$ cat src/rtl/core/dcbd_pkg.sv
package dcbd_pkg;

   localparam int ScoreW     = 17;
   localparam int LogW       = 24;
   localparam int SizeW      = 31;
   localparam int GridW      = 11;
   localparam int GridLimit  = 256;
   localparam logic [ScoreW-1:0] ThreshReset = 17'd52429;
   localparam logic [ScoreW-1:0] ScoreOne    = 17'd65536;
   localparam logic [1:0]  LevelUnused = 2'd3;
   localparam logic [1:0]  LevelTop    = 2'd2;

   // log2(e) in Q.16
   localparam logic [18:0] Log2eQ16 = 19'd94548;

   // Exponential: one product stage, one stage per fraction bit, one shift stage
   localparam int ExpSteps = 16;
   localparam int ExpLat   = ExpSteps + 2;

   // Square root: one product stage, then digit stages
   localparam int SqrtDigits   = 17;
   localparam int SqrtPerStage = 6;
   localparam int SqrtStages   = (SqrtDigits + SqrtPerStage - 1) / SqrtPerStage;
   localparam int SqrtLat      = SqrtStages + 1;

   typedef struct packed {
      logic signed [31:0]     class_score;
      logic signed [31:0]     object_score;
      logic signed [LogW-1:0] offset_x;
      logic signed [LogW-1:0] offset_y;
      logic signed [LogW-1:0] log_width;
      logic signed [LogW-1:0] log_height;
      logic [7:0]             grid_column;
      logic [7:0]             grid_row;
      logic [1:0]             level;
   } req_item_type;

   typedef struct packed {
      logic                status;
      logic [ScoreW-1:0]   fused_score;
      logic signed [31:0]  box_left;
      logic signed [31:0]  box_top;
      logic [SizeW-1:0]    box_width;
      logic [SizeW-1:0]    box_height;
   } rsp_item_type;

   typedef logic [ExpSteps:1][30:0] pow_table_type;

   // floor(sqrt(v)) for elaboration only
   function automatic longint unsigned root_floor(input longint unsigned v);
      longint unsigned r;
      longint unsigned t;
      r = 0;
      for (int b = 31; b >= 0; b--) begin
         t = r | (64'd1 << b);
         if (t * t <= v) r = t;
      end
      return r;
   endfunction

   // Entry j holds 2^(2^-j) in Q.30: T[0] = 2^31, T[j] = isqrt(T[j-1] * 2^30)
   function automatic pow_table_type pow_table_build();
      pow_table_type   tab;
      longint unsigned t;
      t = 64'd1 << 31;
      for (int j = 1; j <= ExpSteps; j++) begin
         t = root_floor(t << 30);
         tab[j] = t[30:0];
      end
      return tab;
   endfunction

   localparam pow_table_type PowTable = pow_table_build();

endpackage

$ cat src/rtl/core/dcbd_sqrt.sv
module dcbd_sqrt (
   input  logic                        clock,
   input  logic                        adv,
   input  logic signed [31:0]          class_score,
   input  logic signed [31:0]          object_score,
   output logic [dcbd_pkg::ScoreW-1:0] fused_out
);

   import dcbd_pkg::*;

   typedef struct packed {
      logic [33:0] rad;
      logic [18:0] rem;
      logic [16:0] root;
   } sqrt_lane_type;

   sqrt_lane_type lane_ff [SqrtStages+1];
   sqrt_lane_type lane_in [SqrtStages+1];

   function automatic logic [ScoreW-1:0] clamp_score(input logic signed [31:0] v);
      logic [ScoreW-1:0] r;
      if (v[31]) r = '0;
      else if (v > $signed({15'b0, ScoreOne})) r = ScoreOne;
      else r = v[ScoreW-1:0];
      return r;
   endfunction

   always_comb begin
      sqrt_lane_type w;
      logic [20:0]   acc;
      logic [20:0]   trial;
      lane_in[0].rad  = {17'b0, clamp_score(class_score)} * {17'b0, clamp_score(object_score)};
      lane_in[0].rem  = '0;
      lane_in[0].root = '0;
      for (int st = 1; st <= SqrtStages; st++) begin
         w = lane_ff[st-1];
         for (int n = 0; n < SqrtPerStage; n++) begin
            if ((st - 1) * SqrtPerStage + n < SqrtDigits) begin
               acc   = {w.rem, w.rad[33:32]};
               trial = {2'b0, w.root, 2'b01};
               if (acc >= trial) begin
                  w.rem  = 19'(acc - trial);
                  w.root = {w.root[15:0], 1'b1};
               end else begin
                  w.rem  = acc[18:0];
                  w.root = {w.root[15:0], 1'b0};
               end
               w.rad = {w.rad[31:0], 2'b00};
            end
         end
         lane_in[st] = w;
      end
   end

   always_ff @(posedge clock) begin
      if (adv) begin
         for (int st = 0; st <= SqrtStages; st++) begin
            lane_ff[st] <= lane_in[st];
         end
      end
   end

   assign fused_out = lane_ff[SqrtStages].root;

endmodule

$ cat config.mk
export PLATFORM = sky130hd
export DESIGN_NAME = dcbd_sqrt
export DESIGN_NICKNAME = d
export VERILOG_FILES = /design/src/rtl/core/dcbd_pkg.sv /design/src/rtl/core/dcbd_sqrt.sv
export SDC_FILE = /design/constraint.sdc
export NUM_CORES = 1
export LEC_CHECK = 0
export BUFFER_PORTS_ARGS = -buffer_cell sky130_fd_sc_hd__buf_2
export CAP_MARGIN = 10
export CELL_PAD_IN_SITES_DETAIL_PLACEMENT = 0
export CELL_PAD_IN_SITES_GLOBAL_PLACEMENT = 2
export CORE_AREA = 2 2 258 260
export CTS_CLUSTER_DIAMETER = 200
export DETAILED_ROUTE_END_ITERATION = 12
export DIE_AREA = 0 0 260 262
export GPL_ROUTABILITY_DRIVEN = 0
export HOLD_SLACK_MARGIN = 0.08
export PLACE_DENSITY_LB_ADDON = 0.1
export SYNTH_ARGS = -nofsm -noshare
export SYNTH_HDL_FRONTEND = slang
export SYNTH_SLANG_ARGS = --single-unit
$ cat constraint.sdc
create_clock -name clock -period 19.4 [get_ports clock]
set_input_delay 3.88 -clock clock [delete_from_list [all_inputs] [get_ports clock]]
set_output_delay 3.88 -clock clock [all_outputs]
set_load 0.05 [all_outputs]
==> metrics <==
run status complete, no violations; final design instance area without fill 27800 µm²; most instantiated library cell after synthesis sky130_fd_sc_hd__nand2_1; WL met1 35400 µm; slowest stage cell, crit path sky130_fd_sc_hd__a2111oi_4; source-to-sink clock delay at the later pin of the worst-skew pair 0.47 ns; vias in the first global route 21869; most flop-heavy register lane_ff; number of antenna violations at the first check in global routing 1; final cell count without fillers 4058; setup skew after layout 0.0215 ns; Worst slew margin 28.3%; Most Frequent Cell on Critical Path sky130_fd_sc_hd__a21o_1; relative area change from synthesis to final layout 7.10%; cell count after placement 4026; minimum clock period after layout 17.80 ns; initial cell density of the core 39.8%; portion of synthesized cell area occupied by the leading cell type 17.3%; top flip-flop cell by instance count after synthesis sky130_fd_sc_hd__edfxtp_1; FILL cells 6710; mean routed wirelength per cell 19.0 µm; hold violation total from the final report 0; number of hold buffers added after CTS 0; Tightest Hold Check Type reg -> reg; proportion of synthesized chip area in sequential cells 16.1%; critical path arrival 18.01 ns; drt via density 5.48; Yosys warnings 0; Remaining DRCs 0; Num Clock Sinks 139; CTS clk-pin slew, worst paths 0.07 ns; TritonCTS clock tree built; setup bufs post-CTS 0; top metal layer carrying routed signals met4; maximum single-stage delay on the critical path 0.57 ns; detailed-routing iteration count for the pre-antenna-repair pass 7; logic depth of the worst register-to-register path 74; Min-Delay Startpoint lane_ff[0][46]$_DFFE_PP_; horizontal extent of the die 260 µm; Placeable Area 65300 µm²; total routing usage reported by global routing 22.7%; number of antenna cells inserted 0; area enclosed by the die boundary 68100 µm²; total length of routed wires 77100 µm; Std-Cell Rows 94; synth unique cells 110; Detail Placement HPWL 63900 µm; start point of the critical path lane_ff[1][4]$_DFFE_PP_; Critical Path End Type register; worst ir drop on vdd 68.5 µV; setup violators final 0; Max Transition Viols Final 0; final cycle utilization of the critical path 91.7%; Pwr Density 92.5 nW/µm²; largest net degree at the start of global routing 85; maximum fanout along the worst path 27; root buffer cell sky130_fd_sc_hd__clkbuf_16; routed wl met2 38000 µm; detailed-routed wire length on met3 2510 µm; critical path required time 19.61 ns; PnR Total Power 0.00257 W; depth of the CTS H-tree 4; Hold Path Cell Cnt 0; Fmax achieved 56.2 MHz; Post-synth top cells 420 x sky130_fd_sc_hd__nand2_1, 368 x sky130_fd_sc_hd__inv_1, 290 x sky130_fd_sc_hd__nor2_1; first-iteration detailed-routing DRC count 1355; CP startpoint kind register; proportion of layout cells with a drive suffix above 1 7.23%; final layout net count 3748; flip-flop count of the largest register, all copies and words added 139; Seq cells post-synth 139; overflow left after global routing 0; registers with the highest flip-flop counts lane_ff x139; Post-Place Cell Area 27200 µm²; sum of negative setup slack 0 ns; post-synthesis async set-or-reset flop share 0%; Die H 262 µm; Synth Instances 3150; Final Core Density 42.6%; number of flops mapped to enable cells by yosys 139; I/O Pins 83; beginning of the worst register-to-register path lane_ff[1][4]$_DFFE_PP_; worst slew pin tran 1.08 ns; number of clock buffers inserted by TritonCTS 17; Leak Pwr 12.8 nW; quantity of I/O buffers inserted on ports 82; netlist area before placement 26000 µm²; top area cells in the synthesized netlist sky130_fd_sc_hd__fa_1 17%, sky130_fd_sc_hd__edfxtp_1 16%, sky130_fd_sc_hd__ha_1 13%; antenna-violating nets left 0; library cell with the largest summed area after synthesis sky130_fd_sc_hd__fa_1; unrepaired setup endpoints after global routing false; WS Path Type reg -> reg; Max-cap violations 0; first-pass GRT wire length 122000 µm; maximum buffer depth of the clock tree 2; Syn Area/Cell 8.25 µm²; total vias in the final route 22242
==> through the flow <==
stage,hold slack [ns],setup WS (ns)
floorplan,0.400,3.96
global placement,0.404,1.95
detailed placement,0.406,1.59
CTS,0.414,1.50
global route,0.423,0.137
finish,0.418,1.60
==> path summary, 6_finish.rpt <==
path                                    to  slack [ns]
setup / recovery  lane_ff[2][29]$_DFFE_PP_        1.60
hold / removal    lane_ff[1][58]$_DFFE_PP_        0.42
hold reg to reg   lane_ff[1][58]$_DFFE_PP_        0.42
setup reg to reg  lane_ff[2][29]$_DFFE_PP_        1.60
==> timing repair <==
action | 4_1_cts | 5_1_grt
setup endpoints to repair | 0 | 8
hold endpoints to repair | 0 | 0
gates resized for setup | 0 | 1
==> critical path: cells and delay by family (launching register included) <==
kind	cells	cell delay, ns
DFF	1	0.40
adders and majority gates	6	2.03
and+or+nand+nor	25	4.75
AOI/OAI and AO/OA	33	7.40
buffers and inverters	8	2.18
muxes	2	0.67
==> per-layer routing <==
layer	track usage, %	up-vias
li1	-	10923
met1	30.6	10849
met2	39.2	407
met3	2.41	63
met4	4.96	0
met5	0	-
==> cells in the final DEF, fill, tap and decap left out, types with 13 or more instances in the layout <==
| master | synthesis | final |
|---|---|---|
| sky130_fd_sc_hd__a21o_1 | 80 | 80 |
| sky130_fd_sc_hd__nand4_1 | 35 | 35 |
| sky130_fd_sc_hd__buf_2 | 8 | 81 |
| sky130_fd_sc_hd__o211ai_1 | 21 | 21 |
| sky130_fd_sc_hd__o21bai_1 | 24 | 24 |
| sky130_fd_sc_hd__o21ai_0 | 123 | 123 |
| sky130_fd_sc_hd__buf_4 | 2 | 20 |
| sky130_fd_sc_hd__edfxtp_1 | 139 | 139 |
| sky130_fd_sc_hd__a21oi_1 | 188 | 187 |
| sky130_fd_sc_hd__ha_1 | 277 | 277 |
| sky130_fd_sc_hd__or3_1 | 25 | 25 |
| sky130_fd_sc_hd__nor4_1 | 32 | 32 |
| sky130_fd_sc_hd__clkbuf_16 | 0 | 17 |
| sky130_fd_sc_hd__a31oi_1 | 22 | 22 |
| sky130_fd_sc_hd__a211oi_1 | 20 | 20 |
| sky130_fd_sc_hd__nand3_1 | 58 | 58 |
| sky130_fd_sc_hd__xnor2_1 | 133 | 133 |
| sky130_fd_sc_hd__and3_1 | 28 | 28 |
| sky130_fd_sc_hd__nor2b_1 | 33 | 33 |
| sky130_fd_sc_hd__nand2b_1 | 27 | 27 |
| sky130_fd_sc_hd__and2_1 | 44 | 44 |
| sky130_fd_sc_hd__nand2_1 | 420 | 420 |
| sky130_fd_sc_hd__o31ai_1 | 28 | 28 |
| sky130_fd_sc_hd__xor2_1 | 58 | 58 |
| sky130_fd_sc_hd__o21a_1 | 25 | 25 |
| sky130_fd_sc_hd__nor3_1 | 51 | 51 |
| sky130_fd_sc_hd__a21boi_0 | 14 | 14 |
| sky130_fd_sc_hd__inv_1 | 368 | 368 |
| sky130_fd_sc_hd__or2_2 | 15 | 15 |
| sky130_fd_sc_hd__fa_1 | 224 | 224 |
| sky130_fd_sc_hd__mux2i_1 | 13 | 13 |
| sky130_fd_sc_hd__nor2_1 | 290 | 289 |
==> kinds of logic after synthesis <==
logic type | share of synthesized area (%)
adders and majority gates | 30.6
buffers and inverters | 7.01
and+or+nand+nor | 20.8
xor gates and xnor gates | 6.50
muxes | 1.15
DFF | 16.1
other | 0.0144
AOI/OAI and AO/OA | 17.8
==> power breakdown <==
group / total (W) / switching (W) / leakage [nW] / internal [W]
Sequential: 0.000438 / 0.0000427 / 1.31 / 0.000395
Combinational: 0.00181 / 0.00109 / 11.2 / 0.000715
Clock: 0.000328 / 0.000147 / 0.290 / 0.000181
==> cell type report <==
type / count / area [µm²] / share of cell area (%)
Clock buffer: 17 / 425 / 1.53
Inverter: 378 / 1420 / 5.12
Sequential cell: 139 / 4170 / 15.0
Tap cell: 864 / 1080 / 3.89
Clock inverter: 15 / 153 / 0.549
Timing Repair Buffer: 102 / 567 / 2.04
Multi-Input combinational cell: 2543 / 20000 / 71.9
No activity file was read; power rests on OpenSTA's default activity.
